**src/hdl/lks_pkg.sv**
```systemverilog
// Shared types, constants and command codes for the LED/key serial master.
// Used by every module of the block; depends on nothing.
package lks_pkg;

   localparam int DISPLAY_BYTES_DEF = 16;
   localparam int KEY_BYTES_DEF     = 4;

   localparam logic [7:0] FRAME_DATA_MODE  = 8'h40;
   localparam logic [7:0] FRAME_ADDR_START = 8'hC0;
   localparam logic [7:0] FRAME_READ_KEYS  = 8'h42;
   localparam logic [7:0] CONTROL_RESET    = 8'h8F;
   localparam logic [7:0] PHASE_RESET      = 8'h01;

   localparam logic [2:0] CMD_NONE    = 3'd0;
   localparam logic [2:0] CMD_LOAD    = 3'd1;
   localparam logic [2:0] CMD_CONTROL = 3'd2;
   localparam logic [2:0] CMD_CLEAR   = 3'd3;
   localparam logic [2:0] CMD_REFRESH = 3'd4;
   localparam logic [2:0] CMD_KEYS    = 3'd5;

   localparam logic CSR_DISPLAY_CONTROL = 1'b0;
   localparam logic CSR_PHASE_TICKS     = 1'b1;

   typedef enum logic [7:0] {
      ST_IDLE  = 8'b0000_0001,
      ST_PRE   = 8'b0000_0010,
      ST_WLOW  = 8'b0000_0100,
      ST_WHIGH = 8'b0000_1000,
      ST_POST  = 8'b0001_0000,
      ST_GAP   = 8'b0010_0000,
      ST_RLOW  = 8'b0100_0000,
      ST_RHIGH = 8'b1000_0000
   } lks_state_type;

   typedef struct packed {
      logic       clk_pin;
      logic       stb_pin;
      logic       dio_out;
      logic       dio_drive;
      logic       busy_res;
      logic       key_valid;
      logic [7:0] key_byte;
      logic       key_last;
      logic       rejected;
   } lks_result_type;

endpackage

```
**src/hdl/led_key_serial_master.sv**
```systemverilog
// Top level of the LED/key serial master: stream ports, configuration registers
// and result register. Instantiates lks_store and lks_seq; uses lks_pkg.
//
// Each input item is one tick of the pin sequencer and yields exactly one result
// item, so the block takes one item per clock cycle, every cycle, and pauses only
// while the result register holds an item the sink has not taken. The display
// store is a 16 x 8 synchronous memory with a registered read at the current byte
// position, so a refresh byte is ready before its frame starts; per-entry valid
// bits give the all-zero store right after reset, with no clearing pass.
module led_key_serial_master #(
   parameter int DISPLAY_BYTES = lks_pkg::DISPLAY_BYTES_DEF,
   parameter int KEY_BYTES     = lks_pkg::KEY_BYTES_DEF
) (
   input  logic        clock,
   input  logic        reset,
   input  logic        req_tvalid,
   output logic        req_tready,
   input  logic [15:0] req_tdata,  // byte_index[3:0], data_byte[11:4], dio_in[12], zero
   input  logic [2:0]  req_tuser,  // command[2:0]
   output logic        rsp_tvalid,
   input  logic        rsp_tready,
   output logic [15:0] rsp_tdata,  // clk_pin, stb_pin, dio_out, dio_drive, busy_res,
                                   // key_byte[12:5], rejected[13], zero
   output logic        rsp_tuser,  // key_valid
   output logic        rsp_tlast,  // key_last
   input  logic        csr_valid,
   output logic        csr_ready,
   input  logic        csr_index,
   input  logic [7:0]  csr_data
);

   localparam int AW = (DISPLAY_BYTES > 1) ? $clog2(DISPLAY_BYTES) : 1;

   logic                    fire;
   logic [7:0]              ctrl_ff;
   logic [7:0]              phase_ff;
   logic                    rsp_valid_ff, rsp_valid_in;
   lks_pkg::lks_result_type res_ff;
   lks_pkg::lks_result_type res;
   logic [AW-1:0]           rd_addr;
   logic [7:0]              rd_data;
   logic                    wr_en;
   logic [AW-1:0]           wr_addr;
   logic [7:0]              wr_data;

   assign req_tready   = !rsp_valid_ff || rsp_tready;
   assign fire         = req_tvalid && req_tready;
   assign csr_ready    = 1'b1;
   assign rsp_valid_in = fire || (rsp_valid_ff && !rsp_tready);

   lks_store #(
      .DEPTH (DISPLAY_BYTES)
   ) u_store (
      .clock   (clock),
      .reset   (reset),
      .wr_en   (wr_en && fire),
      .wr_addr (wr_addr),
      .wr_data (wr_data),
      .rd_addr (rd_addr),
      .rd_data (rd_data)
   );

   lks_seq #(
      .DISPLAY_BYTES (DISPLAY_BYTES),
      .KEY_BYTES     (KEY_BYTES)
   ) u_seq (
      .clock      (clock),
      .reset      (reset),
      .fire       (fire),
      .cmd        (req_tuser),
      .idx        (req_tdata[3:0]),
      .data       (req_tdata[11:4]),
      .dio        (req_tdata[12]),
      .ctrl       (ctrl_ff),
      .phase      (phase_ff),
      .store_byte (rd_data),
      .rd_addr    (rd_addr),
      .wr_en      (wr_en),
      .wr_addr    (wr_addr),
      .wr_data    (wr_data),
      .res        (res)
   );

   always_ff @(posedge clock) begin
      if (reset) begin
         ctrl_ff  <= lks_pkg::CONTROL_RESET;
         phase_ff <= lks_pkg::PHASE_RESET;
      end else if (csr_valid) begin
         case (csr_index)
            lks_pkg::CSR_DISPLAY_CONTROL: ctrl_ff  <= csr_data;
            lks_pkg::CSR_PHASE_TICKS:     phase_ff <= csr_data;
            default: ;
         endcase
      end
   end

   always_ff @(posedge clock) begin
      if (reset) begin
         rsp_valid_ff <= 1'b0;
      end else begin
         rsp_valid_ff <= rsp_valid_in;
      end
   end

   always_ff @(posedge clock) begin
      if (fire) begin
         res_ff <= res;
      end
   end

   assign rsp_tvalid = rsp_valid_ff;
   assign rsp_tdata  = {2'b00, res_ff.rejected, res_ff.key_byte, res_ff.busy_res,
                        res_ff.dio_drive, res_ff.dio_out, res_ff.stb_pin, res_ff.clk_pin};
   assign rsp_tuser  = res_ff.key_valid;
   assign rsp_tlast  = res_ff.key_last;

endmodule

```
**src/hdl/lks_store.sv**
```systemverilog
// Display store: synchronous memory, one write and one registered read port.
// Per-entry valid bits make unwritten entries read as zero after reset. Uses lks_pkg.
module lks_store #(
   parameter int DEPTH = lks_pkg::DISPLAY_BYTES_DEF,
   localparam int AW = (DEPTH > 1) ? $clog2(DEPTH) : 1
) (
   input  logic          clock,
   input  logic          reset,
   input  logic          wr_en,
   input  logic [AW-1:0] wr_addr,
   input  logic [7:0]    wr_data,
   input  logic [AW-1:0] rd_addr,
   output logic [7:0]    rd_data
);

   logic [7:0]       mem_ff [DEPTH];
   logic [DEPTH-1:0] valid_ff;
   logic [7:0]       rd_data_ff;
   logic             rd_valid_ff;

   always_ff @(posedge clock) begin
      if (wr_en) begin
         mem_ff[wr_addr] <= wr_data;
      end
      rd_data_ff <= mem_ff[rd_addr];
   end

   always_ff @(posedge clock) begin
      if (reset) begin
         valid_ff    <= '0;
         rd_valid_ff <= 1'b0;
      end else begin
         if (wr_en) begin
            valid_ff[wr_addr] <= 1'b1;
         end
         rd_valid_ff <= valid_ff[rd_addr];
      end
   end

   assign rd_data = rd_valid_ff ? rd_data_ff : 8'h00;

endmodule

```
**src/hdl/lks_seq.sv**
```systemverilog
// Pin sequencer: advances the frame, bit and phase counters by one tick per item
// and builds the pin levels and key results. Uses lks_pkg; reads lks_store.
module lks_seq #(
   parameter int DISPLAY_BYTES = lks_pkg::DISPLAY_BYTES_DEF,
   parameter int KEY_BYTES     = lks_pkg::KEY_BYTES_DEF,
   localparam int AW = (DISPLAY_BYTES > 1) ? $clog2(DISPLAY_BYTES) : 1,
   localparam int CMAX = (DISPLAY_BYTES + 1 > KEY_BYTES) ? DISPLAY_BYTES + 1 : KEY_BYTES,
   localparam int CW = $clog2(CMAX + 1)
) (
   input  logic                   clock,
   input  logic                   reset,
   input  logic                   fire,
   input  logic [2:0]             cmd,
   input  logic [3:0]             idx,
   input  logic [7:0]             data,
   input  logic                   dio,
   input  logic [7:0]             ctrl,
   input  logic [7:0]             phase,
   input  logic [7:0]             store_byte,
   output logic [AW-1:0]          rd_addr,
   output logic                   wr_en,
   output logic [AW-1:0]          wr_addr,
   output logic [7:0]             wr_data,
   output lks_pkg::lks_result_type res
);

   lks_pkg::lks_state_type state_ff, state_in;
   logic [2:0]    op_ff, op_in;
   logic          frame_ff, frame_in;
   logic [7:0]    shift_ff, shift_in;
   logic [2:0]    bit_ff, bit_in;
   logic [CW-1:0] byte_ff, byte_in;
   logic [7:0]    tick_ff, tick_in;
   logic          clk_ff, clk_in;
   logic          stb_ff, stb_in;
   logic          dio_ff, dio_in;
   logic          drive_ff, drive_in;

   function automatic logic [7:0] frame_byte(logic [2:0] op, logic frame, logic first,
                                             logic [7:0] cbyte, logic [7:0] sbyte);
      logic [7:0] fb;
      if (op == lks_pkg::CMD_CONTROL) begin
         fb = cbyte;
      end else if (op == lks_pkg::CMD_KEYS) begin
         fb = lks_pkg::FRAME_READ_KEYS;
      end else if (!frame) begin
         fb = lks_pkg::FRAME_DATA_MODE;
      end else if (first) begin
         fb = lks_pkg::FRAME_ADDR_START;
      end else if (op == lks_pkg::CMD_REFRESH) begin
         fb = sbyte;
      end else begin
         fb = 8'h00;
      end
      return fb;
   endfunction

   assign rd_addr = (byte_ff < CW'(DISPLAY_BYTES)) ? AW'(byte_ff) : '0;

   always_comb begin
      logic [7:0]    period;
      logic [7:0]    tick_nx;
      logic [CW-1:0] byte_nx;
      logic          multi;
      logic [7:0]    key_sr;

      state_in = state_ff;
      op_in    = op_ff;
      frame_in = frame_ff;
      shift_in = shift_ff;
      bit_in   = bit_ff;
      byte_in  = byte_ff;
      tick_in  = tick_ff;
      clk_in   = clk_ff;
      stb_in   = stb_ff;
      dio_in   = dio_ff;
      drive_in = drive_ff;
      wr_en    = 1'b0;
      wr_addr  = AW'(idx);
      wr_data  = data;
      res      = '0;

      period  = (phase == 8'h00) ? 8'h01 : phase;
      tick_nx = tick_ff + 8'h01;
      byte_nx = byte_ff + CW'(1);
      multi   = (op_ff == lks_pkg::CMD_CLEAR) || (op_ff == lks_pkg::CMD_REFRESH);
      key_sr  = {shift_ff[6:0], dio};

      if (state_ff == lks_pkg::ST_IDLE) begin
         if (cmd == lks_pkg::CMD_LOAD) begin
            wr_en = (6'(idx) < 6'(DISPLAY_BYTES));
         end else if (cmd >= lks_pkg::CMD_CONTROL && cmd <= lks_pkg::CMD_KEYS) begin
            op_in    = cmd;
            frame_in = 1'b0;
            byte_in  = '0;
            state_in = lks_pkg::ST_PRE;
            tick_in  = 8'h00;
            stb_in   = 1'b0;
            clk_in   = 1'b1;
            drive_in = 1'b1;
            shift_in = frame_byte(cmd, 1'b0, 1'b1, ctrl, store_byte);
            bit_in   = 3'd0;
         end
      end else begin
         res.rejected = (cmd >= lks_pkg::CMD_LOAD) && (cmd <= lks_pkg::CMD_KEYS);
         tick_in = tick_nx;
         if (tick_nx >= period) begin
            tick_in = 8'h00;
            case (state_ff)
               lks_pkg::ST_PRE: begin
                  state_in = lks_pkg::ST_WLOW;
                  clk_in   = 1'b0;
                  drive_in = 1'b1;
                  dio_in   = shift_ff[0];
               end
               lks_pkg::ST_WLOW: begin
                  state_in = lks_pkg::ST_WHIGH;
                  clk_in   = 1'b1;
               end
               lks_pkg::ST_WHIGH: begin
                  shift_in = {1'b0, shift_ff[7:1]};
                  clk_in   = 1'b1;
                  if (bit_ff == 3'd7) begin
                     state_in = lks_pkg::ST_POST;
                  end else begin
                     bit_in   = bit_ff + 3'd1;
                     state_in = lks_pkg::ST_WLOW;
                     clk_in   = 1'b0;
                     drive_in = 1'b1;
                     dio_in   = shift_ff[1];
                  end
               end
               lks_pkg::ST_POST: begin
                  byte_in = byte_nx;
                  if (multi && frame_ff && (byte_nx < CW'(DISPLAY_BYTES + 1))) begin
                     state_in = lks_pkg::ST_PRE;
                     stb_in   = 1'b0;
                     clk_in   = 1'b1;
                     drive_in = 1'b1;
                     shift_in = frame_byte(op_ff, frame_ff, 1'b0, ctrl, store_byte);
                     bit_in   = 3'd0;
                  end else if (op_ff == lks_pkg::CMD_KEYS) begin
                     byte_in  = '0;
                     bit_in   = 3'd0;
                     shift_in = 8'h00;
                     state_in = lks_pkg::ST_RLOW;
                     clk_in   = 1'b0;
                     drive_in = 1'b0;
                     dio_in   = 1'b1;
                  end else if (multi && !frame_ff) begin
                     state_in = lks_pkg::ST_GAP;
                     stb_in   = 1'b1;
                     clk_in   = 1'b1;
                  end else begin
                     state_in = lks_pkg::ST_IDLE;
                     clk_in   = 1'b1;
                     stb_in   = 1'b1;
                     dio_in   = 1'b1;
                     drive_in = 1'b1;
                     op_in    = lks_pkg::CMD_NONE;
                     frame_in = 1'b0;
                  end
               end
               lks_pkg::ST_GAP: begin
                  frame_in = 1'b1;
                  byte_in  = '0;
                  state_in = lks_pkg::ST_PRE;
                  stb_in   = 1'b0;
                  clk_in   = 1'b1;
                  drive_in = 1'b1;
                  shift_in = frame_byte(op_ff, 1'b1, 1'b1, ctrl, store_byte);
                  bit_in   = 3'd0;
               end
               lks_pkg::ST_RLOW: begin
                  shift_in = key_sr;
                  if (bit_ff == 3'd7) begin
                     res.key_valid = 1'b1;
                     res.key_byte  = key_sr;
                     res.key_last  = (byte_nx >= CW'(KEY_BYTES));
                  end
                  state_in = lks_pkg::ST_RHIGH;
                  clk_in   = 1'b1;
               end
               lks_pkg::ST_RHIGH: begin
                  if (bit_ff == 3'd7) begin
                     bit_in   = 3'd0;
                     shift_in = 8'h00;
                     byte_in  = byte_nx;
                     if (byte_nx >= CW'(KEY_BYTES)) begin
                        state_in = lks_pkg::ST_IDLE;
                        clk_in   = 1'b1;
                        stb_in   = 1'b1;
                        dio_in   = 1'b1;
                        drive_in = 1'b1;
                        op_in    = lks_pkg::CMD_NONE;
                        frame_in = 1'b0;
                     end else begin
                        state_in = lks_pkg::ST_RLOW;
                        clk_in   = 1'b0;
                        drive_in = 1'b0;
                        dio_in   = 1'b1;
                     end
                  end else begin
                     bit_in   = bit_ff + 3'd1;
                     state_in = lks_pkg::ST_RLOW;
                     clk_in   = 1'b0;
                     drive_in = 1'b0;
                     dio_in   = 1'b1;
                  end
               end
               default: begin
                  state_in = lks_pkg::ST_IDLE;
                  clk_in   = 1'b1;
                  stb_in   = 1'b1;
                  dio_in   = 1'b1;
                  drive_in = 1'b1;
                  op_in    = lks_pkg::CMD_NONE;
                  frame_in = 1'b0;
               end
            endcase
         end
      end

      res.clk_pin   = clk_in;
      res.stb_pin   = stb_in;
      res.dio_out   = drive_in ? dio_in : 1'b1;
      res.dio_drive = drive_in;
      res.busy_res  = (state_in != lks_pkg::ST_IDLE);
   end

   always_ff @(posedge clock) begin
      if (reset) begin
         state_ff <= lks_pkg::ST_IDLE;
         op_ff    <= lks_pkg::CMD_NONE;
         frame_ff <= 1'b0;
         shift_ff <= 8'h00;
         bit_ff   <= 3'd0;
         byte_ff  <= '0;
         tick_ff  <= 8'h00;
         clk_ff   <= 1'b1;
         stb_ff   <= 1'b1;
         dio_ff   <= 1'b1;
         drive_ff <= 1'b1;
      end else if (fire) begin
         state_ff <= state_in;
         op_ff    <= op_in;
         frame_ff <= frame_in;
         shift_ff <= shift_in;
         bit_ff   <= bit_in;
         byte_ff  <= byte_in;
         tick_ff  <= tick_in;
         clk_ff   <= clk_in;
         stb_ff   <= stb_in;
         dio_ff   <= dio_in;
         drive_ff <= drive_in;
      end
   end

endmodule

```
**config.mk**
```make
export PLATFORM = sky130hd
export DESIGN_NAME = led_key_serial_master
export DESIGN_NICKNAME = d
export VERILOG_FILES = /design/src/hdl/lks_pkg.sv /design/src/hdl/led_key_serial_master.sv /design/src/hdl/lks_store.sv /design/src/hdl/lks_seq.sv
export SDC_FILE = /design/constraint.sdc
export NUM_CORES = 1
export LEC_CHECK = 0
export ABC_AREA = 1
export BUFFER_PORTS_ARGS = -buffer_cell sky130_fd_sc_hd__buf_2
export CAP_MARGIN = 25
export CORE_ASPECT_RATIO = 1.4
export CORE_MARGIN = 3
export CORE_UTILIZATION = 40
export DETAILED_ROUTE_END_ITERATION = 16
export SLEW_MARGIN = 0
export SYNTH_ARGS = -nofsm -noshare
export SYNTH_HDL_FRONTEND = slang
export SYNTH_SLANG_ARGS = --single-unit
export TNS_END_PERCENT = 20
```
**constraint.sdc**
```tcl
create_clock -name clock -period 2.65 [get_ports clock]
set_input_delay 0.3975 -clock clock [delete_from_list [all_inputs] [get_ports clock]]
set_output_delay 0.3975 -clock clock [all_outputs]
set_load 0.03 [all_outputs]
```
-- Word level (Yosys, flattened, before mapping)
Memories as Yosys holds them, arrays and structs flattened. A register that Yosys moved wholly into a read port is not among the register bits.
Index checks and enable logic that the tools add are counted.
Widths: inputs -> output; s select.
- multiplexer cells: 115
- eq/ne operators: 28
- bitwise logic cells: 5
- add/sub/neg operators: 3
- reductions and logical operators: 34
- order comparisons: 10
- operator list (operator ; count):
    $mux 8 ; 26
    $pmux 8 s7 ; 1
    $mux 3 ; 17
    $mux 1 ; 46
    $mux 5 ; 8
    $pmux 8 s5 ; 1
    $pmux 1 s4 ; 5
    $reduce_and 10->1 ; 2
    $or 16x16->16 ; 1
    $pmux 5 s3 ; 1
    $mux 7 ; 2
    $reduce_and 7->1 ; 2
    $eq 3x3->1 const B ; 4
    $ne 3x2->1 const B ; 4
    $pmux 3 s4 ; 1
    $lt 4x5->1 const B ; 2
    $lt 5x5->1 const B ; 2
    $mux 10 ; 1
    $eq 3x2->1 const B ; 3
    $logic_and 1x1->1 ; 9
    $pmux 3 s3 ; 1
    $add 8x1->8 const B ; 1
    $eq 8x1->1 const B ; 1
    $eq 8x2->1 const B ; 1
    other kinds (40) ; 53
- logic and storage cells: 221
- memory bits (writable): 128
- memories kept: 1
- register bits after elaboration: 90
- input port bits: 33
- output and inout port bits: 21
- memory list (name ; words ; bits a word ; rd ports ; clocked after memory_dff ; wr ports ; line ; text):
    u_store.mem_ff ; 16 ; 8 ; 1 ; 1 ; 1 ; lks_store.sv:16 ; logic [7:0] mem_ff [DEPTH];

-- Longest topological paths before layout
Gate-level depths: netlist (run 1).
- depth after elaboration: 10
- depth in mapped cells: 16
- depth with buffers taken out: 16

-- By module
From an unflattened synthesis (run 1), not the netlist that was laid out.
- cell total of the unflattened synthesis: 1264
- area total of the unflattened synthesis: 10891.7 um2
- by module, submodules not included (module ; instances ; area each (um2) ; sequential area each (um2) ; cells an instance):
    lks_store ; 1 ; 6080.8 ; 4344.2 ; 529
    lks_seq ; 1 ; 3659.8 ; 800.8 ; 628
    led_key_serial_master ; 1 ; 1151.1 ; 820.8 ; 107

-- Worst setup path after synthesis (run 1)
Ideal clock, no wire load.
- path kind: reg2reg
- start: register u_seq.tick_ff[0]
- end: register res_ff, in the netlist rsp_tdata[4] (data pin)
- cell stages (with the launch flop): 16
- data arrival time: 2.410 ns
- path buffers: 0
- clock period less this slack: 2.672 ns
- data required time: 2.388 ns
- setup time: 0.262 ns
- setup slack: -0.022 ns
- path through: dfxtp_1 > nand3_1 > nor2_1 > nand2_1 > nor3_1 > xor2_1 > ha_1 > a21o_1 > nor2_1 > nand3_1 > nand2_2 > inv_1 > nand2_1 > o21ai_1 > nor2_1 > nand3_1
- RTL lines (item ; line ; text):
    start: declaration ; lks_seq.sv:33 ; logic [7:0] tick_ff, tick_in;
    start signal: assignment ; lks_seq.sv:251 ; tick_ff <= tick_in;
    end signal: assignment ; led_key_serial_master.sv:107 ; res_ff <= res;
    end: declaration ; led_key_serial_master.sv:38 ; lks_pkg::lks_result_type res_ff;

==> summary.md, run 1 <==
| Metric | Value |
|---|---|
| Final setup violation count | 0 |
| Max-Cap Viols | 0 |
| Row count | 69 |
| Area Overhead vs Synth | 18.8% |
| Status | completed |
| Critical path capture point | rsp_tdata[4] |
| Largest net degree at the start of global routing | 55 |
| CTS Buffer Depth | 3 |
| Vias in the first global route | roughly 8k |
| Sequential area share after synthesis | 0.568 |
| YS warnings | 0 |
| Cell area after synthesis | 0.0105 sq mm |
| Startpoint types | flop |
| Nature of the critical path endpoint | flop |
| Die extent in x | 143 um |
| TritonCTS Sinks | 226 |
| Layout cells sized above 1 | 0.182 |
| Initial DRC Count | 512 |
| WHS | 123 ps |
| Router iterations before antenna repair | 4 |
| Max-slew violations | 0 |
| Routed WL | around 27 mm |
| Final hold vios | 0 |
| CTS Hold Buffers Added | 0 |
| Netlist cell types | 50 |
| Leak | just over 5 nW |
| RR Endpoint | rsp_tdata[4] |
| Yosys top cell area share | 0.412 |
| Design area | around 0.012 sq mm |
| Synthesized area per cell | a little over 9 sq um |
| Antenna diodes | 0 |
| Post-synth top area cell | edfxtp_1 |
| Via density | 5.14 |
| Total GRT Usage | 0.188 |
| Peak supply drop | 0.551 mV |
| RSZ-0062 raised after global routing | yes |
| Predominant post-synthesis flop cell | edfxtp_1 |
| CTS tree | built |
| Worst EP required | approximately 2900 ps |
| Crit-path max cell delay | 340 ps |
| Pwr/cell area | 741 mW/mm^2 |
| Skew-Pair Late Insertion Delay | 520 ps |
| Crit path top cell by count | nand2_2 |
| Min cycle time layout | 2600 ps |
| R2R cell count | 15 |
| H-tree Lvls | 1 |
| Reg area | 0.00597 sq mm |
| DP HPWL | approximately 19 mm |
| Placed inst area | 0.0114 sq mm |
| Via count | ~8.1k |
| Setup ws final | 48.9 ps |
| Min-delay worst type | input pin to flop |
| Reg2reg start | u_seq.tick_ff[1] |
| Global placement routability congestion | around 0.90 |
| Antenna-violating nets left | 0 |
| Count leader, synth | nor2_1 |
| #FFs+latches synth | around 230 |
| Initial Util | 0.409 |
| I/O pins | between 50 and 60 |
| Worst path top cell family by delay | simple AND/OR/NAND/NOR gates |
| Max_slew headroom | 0.608 |
| Kind of critical path | flop to flop |
| FILL cells | about 2.5k |
| NumNets Final | 1283 |
| Core area | 0.0256 sq mm |
| Worst-path cell chain | nand3_2 > nor2_1 > nand2_1 > nor3_2 > xor2_1 > ha_1 > nand2_2 > a21oi_2 > nor2_4 > buf_6 > nand4_4 > nand2_2 > nand2_2 > a21oi_2 > nand3_1 |
| Period utilisation layout | 0.982 |
| Synth area leaders | edfxtp_1, dfxtp_1, nor2_1, nand2_1, inv_1 |
| Buffers on Ports | 47 |
| Fraction of registers with async set/reset | 0 |
| R2R Setup Slk | 50 ps |
| Die Y | between 150 and 200 um |
| Clk_skew | 18.6 ps |
| Area of the multi-input gates | 0.00401 sq mm |
| Number of synthesized flops with an enable pin | approximately 140 |
| Pre-CTS WS | -192 ps |
| Routed WL per cell | 16.9 um |
| Cells after Synth | 1151 |
| TritonCTS buffer count | 25 |
| Worst-Margin Slew | 581 ps |
| Critical path depth | 15 |
| Final Core Density | 0.486 |
| Buf/Inv on CP | 1 |
| First-pass GRT wire length | 42.4 mm |
| Slowest cell on the critical path | dfxtp_2 |
| Crit-path max FO | 5 |
| DRC | 0 |
| Clock slew at reported path FFs | 60 ps |
| Commonest cells post-synth | nor2_1, nand2_1, edfxtp_1, inv_1, dfxtp_1 |
| Fmax | between 300 and 400 MHz |
| Setup TNS | 0 ps |
| Die area | 0.0282 sq mm |
| Crit path arrival time | 2860 ps |
| Crit path from | u_seq.tick_ff[1] |
| Overflow after GRT | 0 |
| Antenna violations before repair | 0 |
| Root buffer cell | clkbuf_16 |
==> worst min path at each step <==
stage / from / end / slack, ps / depth (start not counted)
6_report: csr_data[2] / ctrl_ff[2] / 120 / 3
5_1_grt: csr_data[2] / ctrl_ff[2] / 120 / 3
4_1_cts: csr_data[2] / ctrl_ff[2] / 110 / 3
3_5_place_dp: u_store.valid_ff[11] / u_store.valid_ff[11] / 450 / 1
3_3_place_gp: u_store.valid_ff[13] / u_store.valid_ff[13] / 440 / 1
2_1_floorplan: phase_ff[0] / phase_ff[0] / 430 / 2
==> metal layers <==
metal / GRT usage / up-vias / wire (um)
li1: - / 4060 / -
met1: 0.215 / 3853 / 10700
met2: 0.362 / 133 / 14300
met3: 0.0191 / 46 / 726
met4: 0.0574 / 0 / 756
met5: 0 / - / 0
==> through the flow <==
stage,cells,total power [mW]
after detailed placement,1525,5.78
after global placement,1525,5.76
final,1574,9.24
after CTS,1571,9.19
after floorplan,1152,5.18
after global routing,1574,9.69
==> sequential cells by signal (all words and copies together) (netlist names), 3 cells and up <==
| signal | cells |
|---|---|
| u_seq.state_ff | 8 |
| u_seq.tick_ff | 8 |
| u_seq.op_ff | 3 |
| u_seq.shift_ff | 8 |
| u_seq.byte_ff | 5 |
| u_store.valid_ff | 16 |
| ctrl_ff | 8 |
| u_store.rd_data_ff | 8 |
| rsp_tdata | 14 |
| u_store.mem_ff | 128 |
| phase_ff | 8 |
| u_seq.bit_ff | 3 |
==> power breakdown <==
group	internal, mW	switching [mW]	leakage, nW	total (mW)
clock network	2.02	1.35	0.386	3.36
registers	3.92	0.121	1.98	4.05
logic	0.654	1.18	2.71	1.83
total	6.59	2.65	5.08	9.24
==> cells by family after synthesis <==
group	share of synthesized area
fa+ha+maj	0.0155
buf+inv	0.0657
xor+xnor	0.00668
compound gates	0.120
other cells	0.000715
flops	0.568
simple gates	0.223
==> cells in the final DEF, fill, tap and decap left out, drive strengths merged, types with 7 or more instances in the layout <==
cell / netlist / routed
nor3: 8 / 8
o21ai: 89 / 89
o311ai: 29 / 29
ha: 13 / 13
clkbuf: 32 / 28
o21a: 8 / 8
a21oi: 60 / 60
nand4: 14 / 14
clkinv: 2 / 12
buf: 10 / 100
nor2: 243 / 243
nand3: 76 / 76
nand2: 168 / 168
inv: 131 / 132
edfxtp: 144 / 144
dfxtp: 82 / 82
o211ai: 7 / 7
==> cell type report <==
class                      count  share of cell area
clock buffer                  28              0.0511
clock inverter                17              0.0130
inverter                     133              0.0408
multi-input combinational    751               0.322
sequential                   226               0.479
tap                          319              0.0320
timing repair buffer         100              0.0626
==> what timing repair did <==
item                                    4_1_cts  5_1_grt
gates resized for setup                       6       60
endpoints found under the setup margin       37       49
pin swaps                                     2       22
setup buffers                                 1        3
==> worst min-delay path, delay by kind of cell <==
family	cells	cell delay [ps]
simple gates	2	120
buf+inv	1	90
Note: power is estimated with default switching activity, not from simulation.
==> run 2, diff against run 1 <==
- ABC_AREA: 1 -> not set
==> summary.md, run 2 <==
| Metric | Value |
|---|---|
| Post-synth top area cell | edfxtp_1 (unchanged) |
| Worst EP required | 2910 ps (about the same) |
| Commonest non-fill, non-tap cell in the layout | edfxtp_1 (was nor2_1) |
| Synthesized area per cell | 11.1 sq um (was 9.12 sq um) |
| Buffers on Ports | 47 (unchanged) |
| Fmax | 345 MHz (was 384 MHz) |
| DR WL met3 | 953 um (was 726 um) |
| Predominant post-synthesis flop cell | edfxtp_1 (unchanged) |
| Router iterations before antenna repair | 6 (was 4) |
| Via density | 5.47 (was 5.14) |
| H-tree Lvls | 1 (unchanged) |
| Reg2reg start | u_seq.tick_ff[1] (unchanged) |
| Die area | 0.0281 sq mm (was 0.0282 sq mm) |
| Die Y | 197 um (was 198 um) |
| NumNets Final | 1111 (was 1283) |
| Routed WL | 27.3 mm (was 26.5 mm) |
| Antenna diodes | 0 (unchanged) |
| Overflow after GRT | 0 (unchanged) |
| Setup ws final | -246 ps (was 48.9 ps) |
| Layout cells sized above 1 | 0.265 (was 0.182) |
| Min cycle time layout | 2900 ps (was 2600 ps) |
| Routed WL per cell | 19.5 um (was 16.9 um) |
| R2R cell count | 11 (was 15) |
| Placed cells | 1354 (was 1525) |
| Commonest cells post-synth | edfxtp_1, nor2_1, dfxtp_1, nand2_1, a21oi_1 (was nor2_1, nand2_1, edfxtp_1, inv_1, dfxtp_1) |
| Crit path from | u_seq.tick_ff[1] (unchanged) |
| Non-filler instance count after layout | 1402 (was 1574) |
| Number of synthesized flops with an enable pin | 144 (unchanged) |
| Initial Util | 0.409 (about the same) |
| Cell area after synthesis | 0.0105 sq mm (about the same) |
| Nature of the critical path endpoint | flop (unchanged) |
| YS warnings | 0 (unchanged) |
| Met2 wire len | 14.6 mm (was 14.3 mm) |
| Netlist cell types | 74 (was 50) |
| Startpoint types | flop (unchanged) |
| #FFs+latches synth | 226 (unchanged) |
| Kind of critical path | flop to flop (unchanged) |
| Pwr/cell area | 649 mW/mm^2 (was 741 mW/mm^2) |
| Fraction of registers with async set/reset | 0 (unchanged) |
| Initial DRC Count | 537 (was 512) |
| Global placement routability congestion | 0.895 (was 0.898) |
| Antenna-violating nets left | 0 (unchanged) |
| Leak | 4.58 nW (was 5.08 nW) |
| Area Overhead vs Synth | 21.4% (was 18.8%) |
| Root buffer cell | clkbuf_16 (unchanged) |
| RR Endpoint | rsp_tdata[4] (unchanged) |
| TritonCTS Sinks | 226 (unchanged) |
| Period utilisation layout | 1.09 (was 0.982) |
| Wire length on met1 | 10.9 mm (was 10.7 mm) |
| Critical path capture point | rsp_tdata[4] (unchanged) |
| TritonCTS buffer count | 24 (was 25) |
| Vias in the first global route | 7751 (was 8078) |
| Largest net degree at the start of global routing | 37 (was 55) |
| Max_slew headroom | 0.446 (was 0.608) |
| Final Core Density | 0.496 (was 0.486) |
| Most frequent cells in the layout | edfxtp_1, buf_4, nor2_1 (was nor2_1, nand2_1, edfxtp_1) |
| Crit-path max FO | 8 (was 5) |
| Total GRT Usage | 0.192 (was 0.188) |
| Die extent in x | 143 um (about the same) |
| Pre-CTS WS | -319 ps (was -192 ps) |
| Core area | 0.0256 sq mm (about the same) |
| Row count | 69 (unchanged) |
| Max-slew violations | 0 (unchanged) |
| R2R Setup Slk | -250 ps (was 50 ps) |
| CTS Buffer Depth | 3 (unchanged) |
| CTS Hold Buffers Added | 0 (unchanged) |
| DRC | 0 (unchanged) |
| Top layer in use | met4 (unchanged) |
| Via count | 7668 (was 8092) |
| CTS tree | built (unchanged) |
| DP HPWL | 19.3 mm (was 18.5 mm) |
| Min-delay worst type | input pin to flop (unchanged) |
| Clk_skew | 10.8 ps (was 18.6 ps) |
| RSZ-0062 raised after global routing | yes (unchanged) |
| Max FFs per register | 128 (unchanged) |
| Antenna violations before repair | 0 (unchanged) |
| Final hold vios | 0 (unchanged) |
| Total chip power | 8.24 mW (was 9.24 mW) |
| Synth area leaders | edfxtp_1, dfxtp_1, mux2_2, a21oi_1, nor2_1 (was edfxtp_1, dfxtp_1, nor2_1, nand2_1, inv_1) |
| Sequential area share after synthesis | 0.571 (was 0.568) |
| Skew-Pair Late Insertion Delay | 510 ps (was 520 ps) |
| Status | finished with violations (was completed) |
| Max-Cap Viols | 0 (unchanged) |
| First-pass GRT wire length | 42.5 mm (was 42.4 mm) |
| Final setup violation count | 22 (was 0) |
| Worst-Margin Slew | 829 ps (was 581 ps) |
| I/O pins | 54 (unchanged) |
| Cells after Synth | 946 (was 1151) |
| Yosys top cell area share | 0.414 (was 0.412) |
| Most flop-heavy register | u_store.mem_ff (unchanged) |
| Failing checks | setup timing |
| Clock slew at reported path FFs | 60 ps (about the same) |
| Count leader, synth | edfxtp_1 (was nor2_1) |
| Peak supply drop | 0.602 mV (was 0.551 mV) |
| Crit path arrival time | 3150 ps (was 2860 ps) |
==> run 2: cell count changes after synthesis, moves of 17 or more <==
| cell | delta |
|---|---|
| o21ai_0 | -38 |
| nor2_1 | -137 |
| mux2_2 | +36 |
| mux2i_1 | +29 |
| o311ai_0 | -29 |
| nand2_1 | -88 |
| nor2b_1 | +17 |
| inv_1 | -102 |
| nand2b_1 | +17 |
| nand3_1 | -39 |
==> run 2: worst min path at each step <==
stage                               from              endpoint  slack (ps)  cells past startpoint
floorplan           u_store.valid_ff[11]  u_store.valid_ff[11]         430                      2
global placement             phase_ff[1]           phase_ff[1]         450                      2
detailed placement           phase_ff[2]           phase_ff[2]         450                      2
CTS                           req_tvalid            rsp_tvalid         100                      3
global route                  req_tvalid            rsp_tvalid         120                      3
finish                       csr_data[2]            ctrl_ff[2]         130                      3
==> run 2: layout make-up <==
class	instances	area [sq um]
fill	2334	12900
tap	319	399
timing repair buffer	154	1070
multi-input combinational	640	4400
clock buffer	35	693
sequential	226	5980
clock inverter	9	77.6
inverter	19	71.3
==> run 2: cells by family (layout without fill, tap and decap cells) <==
family                     after synthesis  count (layout)  share of synthesized area
and+or+nand+nor                        316             317                      0.157
AOI/OAI and AO/OA                      231             231                      0.147
DFF                                    226             226                      0.571
buffers and inverters                   82             217                     0.0333
muxes                                   65              65                     0.0665
adders and majority gates               13              13                     0.0156
xor gates and xnor gates                11              11                    0.00921
other                                    2               3                   0.000718
==> run 2: critical path: stages (launching register included) <==
cell and delay (ps):
dfxtp_4 370, and3_4 180, and3_4 210, nand3_4 80, xnor2_2 140, ha_1 310
and3_4 210, nor2b_4 50, or2_4 290, nor2_1 200, a22oi_2 80, or4b_1 520
==> run 2: report_power, final <==
group,internal (mW),switching [mW],total (mW)
combinational,0.461,0.623,1.08
sequential,3.83,0.0725,3.90
clock,1.91,1.34,3.25
==> run 2: what timing repair did <==
action                                  CTS  global route
setup buffers                             4             2
cloned                                    0             1
endpoints found under the setup margin   36            70
hold endpoints to repair                  0             0
pin swaps                                18            14
resized for setup                        26            12
==> run 2: metrics by stage <==
step	setup TNS, ps	hold slack [ps]	cell area, sq um
finish	-2370	130	12700
global route	-7120	124	12700
CTS	-4790	98.5	12600
detailed placement	-7120	452	11700
global placement	-5140	446	11700
floorplan	-831	435	10600
==> run 2: routing by layer <==
layer  track usage  vias up
li1              -     3763
met1         0.226     3707
met2         0.353      149
met3        0.0264       49
met4        0.0704        0
met5             0        -
